$ cat src/sv/atw_pkg.sv
package atw_pkg;

    localparam int unsigned SECTOR_W = 48;
    localparam int unsigned COUNT_W  = 17;
    localparam int unsigned DVD_W    = 32;   // CHS works on the low 32 sector bits
    localparam int unsigned SPT_W    = 8;
    localparam int unsigned HC_W     = 5;
    localparam int unsigned CYL_W    = 16;
    localparam int unsigned MODE_W   = 2;
    localparam int unsigned IDX_W    = 3;
    localparam int unsigned CNT_W    = 4;    // emit counter, up to nine writes
    localparam int unsigned DIV_STEPS = 4;   // quotient bits per divider stage

    localparam logic [MODE_W-1:0] MODE_CHS     = 2'd0;
    localparam logic [MODE_W-1:0] MODE_LBA28   = 2'd1;
    localparam logic [MODE_W-1:0] MODE_LBA48   = 2'd2;
    localparam logic [MODE_W-1:0] MODE_INVALID = 2'd3;

    localparam logic [1:0] CFG_MODE = 2'd0;
    localparam logic [1:0] CFG_SPT  = 2'd1;
    localparam logic [1:0] CFG_HC   = 2'd2;
    localparam logic [1:0] CFG_CYL  = 2'd3;

    localparam logic [IDX_W-1:0] REG_COUNT  = 3'd0;
    localparam logic [IDX_W-1:0] REG_LOW    = 3'd1;
    localparam logic [IDX_W-1:0] REG_MID    = 3'd2;
    localparam logic [IDX_W-1:0] REG_HIGH   = 3'd3;
    localparam logic [IDX_W-1:0] REG_DEVICE = 3'd4;

    localparam logic [7:0] DEV_LBA = 8'hE0;

    localparam logic [MODE_W-1:0] MODE_RST = MODE_CHS;
    localparam logic [SPT_W-1:0]  SPT_RST  = 8'd63;
    localparam logic [HC_W-1:0]   HC_RST   = 5'd16;
    localparam logic [CYL_W-1:0]  CYL_RST  = 16'd16383;

    typedef struct packed {
        logic [MODE_W-1:0] mode;
        logic [SPT_W-1:0]  spt;
        logic [HC_W-1:0]   hc;
        logic [CYL_W-1:0]  cyl;
    } cfg_t;

    typedef struct packed {
        logic [SECTOR_W-1:0] sector;
        logic [COUNT_W-1:0]  count;
    } cmd_t;

    typedef struct packed {
        logic [SECTOR_W-1:0] sector;
        logic [COUNT_W-1:0]  count;
        logic [SPT_W-1:0]    sect_rem;
    } cmd2_t;

    typedef struct packed {
        logic [SECTOR_W-1:0] sector;
        logic [COUNT_W-1:0]  count;
        logic [SPT_W-1:0]    sect_rem;
        logic [DVD_W-1:0]    cyl;
        logic [HC_W-1:0]     head;
    } item_t;

endpackage

$ cat src/sv/atw_div.sv
module atw_div #(
    parameter int unsigned DIV_W  = 8,
    parameter int unsigned STEPS  = 4,
    parameter int unsigned SIDE_W = 8
) (
    input  logic                     aclk,
    input  logic                     aresetn,
    input  logic                     en,
    input  logic                     in_valid,
    input  logic [atw_pkg::DVD_W-1:0] in_dividend,
    input  logic [DIV_W-1:0]         divisor,
    input  logic [SIDE_W-1:0]        in_side,
    output logic                     out_valid,
    output logic [atw_pkg::DVD_W-1:0] out_quot,
    output logic [DIV_W-1:0]         out_rem,
    output logic [SIDE_W-1:0]        out_side
);
    import atw_pkg::*;

    localparam int unsigned NST = DVD_W / STEPS;

    logic              v_reg    [NST];
    logic [DIV_W-1:0]  rem_reg  [NST];
    logic [DVD_W-1:0]  q_reg    [NST];
    logic [SIDE_W-1:0] side_reg [NST];

    // restoring division, STEPS quotient bits per stage; dividend bits shift
    // out of the top of q while quotient bits shift in at the bottom
    for (genvar g = 0; g < NST; g++) begin : g_st
        logic              v_in;
        logic [DIV_W-1:0]  r_in;
        logic [DVD_W-1:0]  q_in;
        logic [SIDE_W-1:0] s_in;
        logic [DIV_W-1:0]  r_next;
        logic [DVD_W-1:0]  q_next;
        logic [DIV_W:0]    t;

        if (g == 0) begin : g_first
            assign v_in = in_valid;
            assign r_in = '0;
            assign q_in = in_dividend;
            assign s_in = in_side;
        end else begin : g_rest
            assign v_in = v_reg[g-1];
            assign r_in = rem_reg[g-1];
            assign q_in = q_reg[g-1];
            assign s_in = side_reg[g-1];
        end

        always_comb begin
            r_next = r_in;
            q_next = q_in;
            t      = '0;
            for (int i = 0; i < STEPS; i++) begin
                t      = {r_next, q_next[DVD_W-1]};
                q_next = {q_next[DVD_W-2:0], 1'b0};
                if (t >= {1'b0, divisor}) begin
                    t         = t - {1'b0, divisor};
                    q_next[0] = 1'b1;
                end
                r_next = t[DIV_W-1:0];
            end
        end

        always_ff @(posedge aclk) begin
            if (!aresetn) begin
                v_reg[g] <= 1'b0;
            end else if (en) begin
                v_reg[g] <= v_in;
            end
            if (en) begin
                rem_reg[g]  <= r_next;
                q_reg[g]    <= q_next;
                side_reg[g] <= s_in;
            end
        end
    end

    assign out_valid = v_reg[NST-1];
    assign out_quot  = q_reg[NST-1];
    assign out_rem   = rem_reg[NST-1];
    assign out_side  = side_reg[NST-1];

endmodule

$ cat src/sv/atw_emit.sv
module atw_emit (
    input  logic                        aclk,
    input  logic                        aresetn,
    input  atw_pkg::cfg_t               cfg,
    input  logic                        in_valid,
    output logic                        in_ready,
    input  atw_pkg::item_t              in_item,
    output logic                        m_valid,
    input  logic                        m_ready,
    output logic [atw_pkg::IDX_W-1:0]   m_reg_index,
    output logic [7:0]                  m_reg_value,
    output logic                        m_error,
    output logic                        m_last
);
    import atw_pkg::*;

    logic             item_v_reg;
    item_t            item_reg;
    logic             err_reg;
    logic [CNT_W-1:0] cnt_reg;

    logic             mv_reg;
    logic [IDX_W-1:0] idx_reg;
    logic [7:0]       val_reg;
    logic             merr_reg;
    logic             mlast_reg;

    logic             out_free;
    logic             fire;
    logic             in_err;
    logic [IDX_W-1:0] e_idx;
    logic [7:0]       e_val;
    logic             e_last;

    assign out_free = !mv_reg || m_ready;
    assign fire     = item_v_reg && out_free;
    assign in_ready = !item_v_reg || (fire && e_last);

    // error decided once when the item is taken
    assign in_err = (cfg.mode == MODE_INVALID) ||
                    ((cfg.mode == MODE_CHS) &&
                     ((cfg.spt == '0) || (cfg.hc == '0) ||
                      (in_item.cyl > {{(DVD_W-CYL_W){1'b0}}, cfg.cyl})));

    always_comb begin
        e_idx  = '0;
        e_val  = '0;
        e_last = 1'b1;
        if (!err_reg) begin
            case (cfg.mode)
                MODE_CHS: begin
                    e_last = (cnt_reg == CNT_W'(3));
                    case (cnt_reg[1:0])
                        2'd0: begin
                            e_idx = REG_LOW;
                            e_val = item_reg.sect_rem + 8'd1;
                        end
                        2'd1: begin
                            e_idx = REG_MID;
                            e_val = item_reg.cyl[7:0];
                        end
                        2'd2: begin
                            e_idx = REG_HIGH;
                            e_val = item_reg.cyl[15:8];
                        end
                        default: begin
                            e_idx = REG_DEVICE;
                            e_val = {{(8-HC_W){1'b0}}, item_reg.head};
                        end
                    endcase
                end
                MODE_LBA28: begin
                    e_last = (cnt_reg == CNT_W'(4));
                    case (cnt_reg[2:0])
                        3'd0: begin
                            e_idx = REG_COUNT;
                            e_val = item_reg.count[7:0];
                        end
                        3'd1: begin
                            e_idx = REG_LOW;
                            e_val = item_reg.sector[7:0];
                        end
                        3'd2: begin
                            e_idx = REG_MID;
                            e_val = item_reg.sector[15:8];
                        end
                        3'd3: begin
                            e_idx = REG_HIGH;
                            e_val = item_reg.sector[23:16];
                        end
                        default: begin
                            e_idx = REG_DEVICE;
                            e_val = DEV_LBA | {4'h0, item_reg.sector[27:24]};
                        end
                    endcase
                end
                default: begin  // LBA48: previous set, current set, device
                    e_last = (cnt_reg == CNT_W'(8));
                    case (cnt_reg)
                        CNT_W'(0): begin
                            e_idx = REG_COUNT;
                            e_val = item_reg.count[15:8];
                        end
                        CNT_W'(1): begin
                            e_idx = REG_LOW;
                            e_val = item_reg.sector[31:24];
                        end
                        CNT_W'(2): begin
                            e_idx = REG_MID;
                            e_val = item_reg.sector[39:32];
                        end
                        CNT_W'(3): begin
                            e_idx = REG_HIGH;
                            e_val = item_reg.sector[47:40];
                        end
                        CNT_W'(4): begin
                            e_idx = REG_COUNT;
                            e_val = item_reg.count[7:0];
                        end
                        CNT_W'(5): begin
                            e_idx = REG_LOW;
                            e_val = item_reg.sector[7:0];
                        end
                        CNT_W'(6): begin
                            e_idx = REG_MID;
                            e_val = item_reg.sector[15:8];
                        end
                        CNT_W'(7): begin
                            e_idx = REG_HIGH;
                            e_val = item_reg.sector[23:16];
                        end
                        default: begin
                            e_idx = REG_DEVICE;
                            e_val = DEV_LBA;
                        end
                    endcase
                end
            endcase
        end
    end

    always_ff @(posedge aclk) begin
        if (!aresetn) begin
            item_v_reg <= 1'b0;
            cnt_reg    <= '0;
            mv_reg     <= 1'b0;
        end else begin
            if (fire) begin
                mv_reg  <= 1'b1;
                cnt_reg <= e_last ? '0 : cnt_reg + CNT_W'(1);
            end else if (m_ready) begin
                mv_reg <= 1'b0;
            end
            if (in_ready) begin
                item_v_reg <= in_valid;
            end
        end
        if (in_ready) begin
            item_reg <= in_item;
            err_reg  <= in_err;
        end
        if (fire) begin
            idx_reg   <= e_idx;
            val_reg   <= e_val;
            merr_reg  <= err_reg;
            mlast_reg <= e_last;
        end
    end

    assign m_valid     = mv_reg;
    assign m_reg_index = idx_reg;
    assign m_reg_value = val_reg;
    assign m_error     = merr_reg;
    assign m_last      = mlast_reg;

endmodule

$ cat src/sv/ata_taskfile_address_writer.sv
// Path: a request passes the spt and hc divider pipelines, the sequencer's item register
// and its output register. Throughput: one result per cycle while m_ready is high; a request
// yields 4 (CHS), 5 (LBA28), 9 (LBA48) or 1 (error) register writes, set by the result sequencer.
// Reset: synchronous, active-low aresetn clears all valid bits and loads
// the register reset values (CHS, 63 sectors, 16 heads, 16383 cylinders).
module ata_taskfile_address_writer #(
    parameter int unsigned DivStepsPerStage = atw_pkg::DIV_STEPS
) (
    input  logic                           aclk,
    input  logic                           aresetn,
    // APB register port
    input  logic                           psel,
    input  logic                           penable,
    input  logic                           pwrite,
    input  logic [3:0]                     paddr,
    input  logic [31:0]                    pwdata,
    output logic [31:0]                    prdata,
    output logic                           pready,
    // request channel
    input  logic                           s_valid,
    output logic                           s_ready,
    input  logic [atw_pkg::SECTOR_W-1:0]   s_start_sector,
    input  logic [atw_pkg::COUNT_W-1:0]    s_sector_count,
    // result channel
    output logic                           m_valid,
    input  logic                           m_ready,
    output logic [atw_pkg::IDX_W-1:0]      m_reg_index,
    output logic [7:0]                     m_reg_value,
    output logic                           m_error,
    output logic                           m_last
);
    import atw_pkg::*;

    cfg_t cfg_reg;

    logic        wr_en;
    logic [1:0]  rsel;

    logic        en;          // global pipeline advance
    cmd_t        cmd_in;

    logic              d1_valid;
    logic [DVD_W-1:0]  d1_quot;   // track
    logic [SPT_W-1:0]  d1_rem;    // sector within track, 0-based
    cmd_t              d1_side;
    cmd2_t             d2_side_in;

    logic              d2_valid;
    logic [DVD_W-1:0]  d2_quot;   // cylinder
    logic [HC_W-1:0]   d2_rem;    // head
    cmd2_t             d2_side;

    item_t             item;
    logic              emit_ready;

    // ---- register file ----
    assign pready = 1'b1;
    assign wr_en  = psel && penable && pwrite && pready;
    assign rsel   = paddr[3:2];

    always_ff @(posedge aclk) begin
        if (!aresetn) begin
            cfg_reg.mode <= MODE_RST;
            cfg_reg.spt  <= SPT_RST;
            cfg_reg.hc   <= HC_RST;
            cfg_reg.cyl  <= CYL_RST;
        end else if (wr_en) begin
            case (rsel)
                CFG_MODE: cfg_reg.mode <= pwdata[MODE_W-1:0];
                CFG_SPT:  cfg_reg.spt  <= pwdata[SPT_W-1:0];
                CFG_HC:   cfg_reg.hc   <= pwdata[HC_W-1:0];
                default:  cfg_reg.cyl  <= pwdata[CYL_W-1:0];
            endcase
        end
    end

    always_comb begin
        case (rsel)
            CFG_MODE: prdata = {{(32-MODE_W){1'b0}}, cfg_reg.mode};
            CFG_SPT:  prdata = {{(32-SPT_W){1'b0}}, cfg_reg.spt};
            CFG_HC:   prdata = {{(32-HC_W){1'b0}}, cfg_reg.hc};
            default:  prdata = {{(32-CYL_W){1'b0}}, cfg_reg.cyl};
        endcase
    end

    // ---- pipeline ----
    // Every stage moves together; it holds only when the last divider stage
    // has a request the sequencer cannot take. The user must keep config static
    // while requests are in flight (the block does not enforce it), so stages read it directly.
    assign en      = !d2_valid || emit_ready;
    assign s_ready = en;

    assign cmd_in.sector = s_start_sector;
    assign cmd_in.count  = s_sector_count;

    // sector / sectors-per-track
    atw_div #(
        .DIV_W  (SPT_W),
        .STEPS  (DivStepsPerStage),
        .SIDE_W ($bits(cmd_t))
    ) u_div_spt (
        .aclk        (aclk),
        .aresetn     (aresetn),
        .en          (en),
        .in_valid    (s_valid),
        .in_dividend (s_start_sector[DVD_W-1:0]),
        .divisor     (cfg_reg.spt),
        .in_side     (cmd_in),
        .out_valid   (d1_valid),
        .out_quot    (d1_quot),
        .out_rem     (d1_rem),
        .out_side    (d1_side)
    );

    assign d2_side_in.sector   = d1_side.sector;
    assign d2_side_in.count    = d1_side.count;
    assign d2_side_in.sect_rem = d1_rem;

    // track / heads
    atw_div #(
        .DIV_W  (HC_W),
        .STEPS  (DivStepsPerStage),
        .SIDE_W ($bits(cmd2_t))
    ) u_div_hc (
        .aclk        (aclk),
        .aresetn     (aresetn),
        .en          (en),
        .in_valid    (d1_valid),
        .in_dividend (d1_quot),
        .divisor     (cfg_reg.hc),
        .in_side     (d2_side_in),
        .out_valid   (d2_valid),
        .out_quot    (d2_quot),
        .out_rem     (d2_rem),
        .out_side    (d2_side)
    );

    assign item.sector   = d2_side.sector;
    assign item.count    = d2_side.count;
    assign item.sect_rem = d2_side.sect_rem;
    assign item.cyl      = d2_quot;
    assign item.head     = d2_rem;

    // register-write sequencer with registered output
    atw_emit u_emit (
        .aclk        (aclk),
        .aresetn     (aresetn),
        .cfg         (cfg_reg),
        .in_valid    (d2_valid),
        .in_ready    (emit_ready),
        .in_item     (item),
        .m_valid     (m_valid),
        .m_ready     (m_ready),
        .m_reg_index (m_reg_index),
        .m_reg_value (m_reg_value),
        .m_error     (m_error),
        .m_last      (m_last)
    );

endmodule
$ cat config.mk
export PLATFORM = sky130hd
export DESIGN_NAME = ata_taskfile_address_writer
export DESIGN_NICKNAME = d
export VERILOG_FILES = /design/src/sv/atw_pkg.sv /design/src/sv/atw_div.sv /design/src/sv/atw_emit.sv /design/src/sv/ata_taskfile_address_writer.sv
export SDC_FILE = /design/constraint.sdc
export NUM_CORES = 2
export LEC_CHECK = 0
export BUFFER_PORTS_ARGS = -buffer_cell sky130_fd_sc_hd__buf_2
export CORE_AREA = 2 2 329 396
export DETAILED_ROUTE_END_ITERATION = 8
export DIE_AREA = 0 0 331 398
export PLACE_DENSITY = 0.74
export SYNTH_ARGS = -nofsm -noshare
export SYNTH_HDL_FRONTEND = slang
export SYNTH_SLANG_ARGS = --single-unit
$ cat constraint.sdc
create_clock -name aclk -period 90.5 [get_ports aclk]
set_input_delay 18.1 -clock aclk [delete_from_list [all_inputs] [get_ports aclk]]
set_output_delay 18.1 -clock aclk [all_outputs]
set_load 0.1 [all_outputs]
==> run metrics <==
status=finished clean; #FFs+latches synth=1752; layout cell share with drive strength beyond 1=0.129; Syn Inst Count=4741; # nets final=5614; Synth Flop Type=edfxtp_1; Syn Area/Cell=15.8 µm²; Period minus WS final=38.61 ns; Critical Path Fanout Max=41; TritonCTS clock tree=built; final non-filler cell area=82900 µm²; IR drop worst, VDD=0.0000330 V; sequential fraction of the synthesis area=0.698; Initial DRC Count=2931; cell area after synthesis=74900 µm²; f_max=25.9 MHz; final hold slack=0.379 ns; Reg-to-Reg End=u_div_spt.rem_reg[1][11]$_DFFE_PN_; vias per cell=5.66; Clock Path Buffers=3; core area=128000 µm²; post-DR wirelength/cell=19.4 µm; pin count of the biggest net entering global routing=181; total number of vias=38600; fillers=8803; Req. time, crit path=72.40 ns; H-tree lvl count=4; GRT Total Usage=0.204; crit-path max cell delay=0.69 ns; Hold EP=u_div_hc.side_reg[7][4]$_DFFE_PN_; Synth cell types=87; cts-stage hold buffer count=0; Max Slew Vio Count=0; Crit. End Element=output pin; DRC viols=0; number of synthesized flops with an enable pin=1713; Clock Tree Root=clkbuf_16; Final Skew=0.0441 ns; RR Startpoint=cfg_reg[22]$_SDFFE_PN1P_; worst skew pair latency=0.79 ns; total of max-cap violations=0; startpoint types=primary input; Worst-path clk slew=0.06 ns; Area growth syn-to-layout=10.8%; die width=331 µm; Synth Warn #=0; final critical-path share of the clock period=0.427; Detailed Place HPWL=83400 µm; Final Hold Fails=0; vias in the first global route=39100; Critical Path AT=20.51 ns; worst rel slew slack=0.197; IO Port Bufs=119; post-route ant nets=0; GP Congestion=0.850; Post-CTS Resized=0; antenna violations before repair=3; die area=132000 µm²; Inserted Clock Buffers=160; Least-Margin Pin Slew=1.20 ns; RSZ-0062 raised after global routing=false; FF-to-FF setup slack=78.97 ns; total power=0.00327 W; cell area after placement=77700 µm²; Leak=32.5 nW; num ports=156; Min-Delay Path Class=reg -> reg; DR pass1 iterations=7; max FFs per register=576; ANT cells=0; CP Cell Sequence=buf_2 -> nand2b_1 -> and2_1 -> and2_1 -> nor2_1 -> nand2_4 -> buf_2; fin cells=6821; Die Y-Extent=398 µm; WHS Path Cells=0; crit path max-delay cell type=and2_1; Finish-stage setup viols=0; grt total ovfl=0; Cell Pwr Density=39.4 nW/µm²; CTS sink count=1752; worst setup path startpoint=m_ready; placed cell count=6532; # Post-CTS Setup Buffers=0; hold path start=u_div_hc.side_reg[6][4]$_DFFE_PN_; Reg2Reg Depth=39; Routed Wire Length=133000 µm; async set or reset register ratio after synthesis=0; Core Rows=144; first-pass GRT wire length=208000 µm; Setup TNS=0 ns; Initial Util=0.585; critical path class=in -> out
## cell type report
| type | count | area (µm²) | area share |
|---|---|---|---|
| timing repair buffer | 175 | 1030 | 0.0124 |
| multi-input combinational | 2644 | 21300 | 0.257 |
| tap | 1679 | 2100 | 0.0253 |
| clock buffer | 194 | 4180 | 0.0504 |
| sequential | 1752 | 52200 | 0.630 |
| inverter | 282 | 1060 | 0.0128 |
| clock inverter | 95 | 1060 | 0.0128 |
## synth_stat cells, types with 7 or more instances
| cell type | instances | area [µm²] |
|---|---|---|
| a221o_1 | 11 | 110 |
| nand2_1 | 191 | 717 |
| a21boi_0 | 18 | 135 |
| nor2b_1 | 69 | 432 |
| mux2i_1 | 79 | 791 |
| mux2_2 | 190 | 2140 |
| clkbuf_1 | 55 | 206 |
| nand3_1 | 60 | 300 |
| nor3_1 | 49 | 245 |
| a221oi_1 | 18 | 158 |
| or3_1 | 10 | 62.6 |
| dfxtp_1 | 39 | 781 |
| nand4_1 | 51 | 319 |
| a211o_1 | 7 | 61.3 |
| a31oi_1 | 17 | 106 |
| a21oi_1 | 246 | 1230 |
| and2_1 | 15 | 93.8 |
| and3_1 | 28 | 175 |
| o21ai_0 | 165 | 826 |
| xnor2_1 | 171 | 1500 |
| o211ai_1 | 41 | 308 |
| xor2_1 | 64 | 561 |
| and4_1 | 12 | 105 |
| o211a_1 | 9 | 90.1 |
| fa_1 | 62 | 1240 |
| inv_1 | 273 | 1020 |
| edfxtp_1 | 1713 | 51400 |
| a211oi_1 | 16 | 120 |
| a222oi_1 | 16 | 160 |
| a41o_1 | 8 | 80.1 |
| nor2_1 | 190 | 713 |
| nor4_1 | 10 | 62.6 |
| a311oi_1 | 10 | 87.6 |
| a21o_1 | 121 | 908 |
| buf_4 | 17 | 128 |
| ha_1 | 429 | 5370 |
| o21bai_1 | 31 | 233 |
| o31a_1 | 11 | 96.3 |
| nand2b_1 | 30 | 188 |
| o21a_1 | 44 | 330 |
| or2_2 | 22 | 138 |
## stage by stage
stage / worst slack, ns / utilization
2_1_floorplan: 9.41 / -
3_3_place_gp: 51.98 / 0.607
3_5_place_dp: 51.89 / 0.607
4_1_cts: 51.88 / 0.648
5_1_grt: 51.74 / 0.648
6_report: 51.89 / 0.648
## layout by cell type (no fill, tap or decap), types with 69 or more instances in the layout
cell type,netlist,routed
a21o_1,121,121
a21oi_1,246,246
buf_2,1,119
clkbuf_16,0,162
edfxtp_1,1713,1713
ha_1,429,429
inv_1,273,267
mux2_2,190,190
mux2i_1,79,79
nand2_1,191,190
nor2_1,190,190
nor2b_1,69,69
o21ai_0,165,165
xnor2_1,171,171
## worst max-delay path, delay by kind of cell
family | cells | cell delay (ns)
buf+inv | 2 | 0.72
simple gates | 5 | 1.62
## report_power, final
part | switching [W] | total (W) | internal (W)
clock | 0.000292 | 0.000666 | 0.000374
combinational | 0.000770 | 0.00145 | 0.000678
sequential | 0.0000498 | 0.00115 | 0.00110
total | 0.00111 | 0.00327 | 0.00215
## cell families after synthesis
| group | count (synthesis) | share of synthesized area |
|---|---|---|
| AND/OR/NAND/NOR | 759 | 0.0498 |
| XOR/XNOR | 235 | 0.0275 |
| other | 2 | 0.000100 |
| buffers and inverters | 360 | 0.0190 |
| adder cells (fa/ha/maj) | 491 | 0.0883 |
| flip-flops | 1752 | 0.698 |
| AO/OA/AOI/OAI | 862 | 0.0763 |
| multiplexers | 280 | 0.0414 |
## layer usage
layer  wire, µm  up-vias  share of wire  GRT usage
met5         26        -        0.00020          0
met4       5310        4          0.040     0.0871
met3       6090      287          0.046     0.0349
met2      65300      875           0.49      0.342
met1      55800    18700           0.42      0.262
li1           -    18700              -          -
## worst max path at each step
stage,end
floorplan,s_ready
global placement,s_ready
detailed placement,s_ready
CTS,s_ready
global route,s_ready
finish,s_ready
No activity file was read; power rests on OpenSTA's default activity.
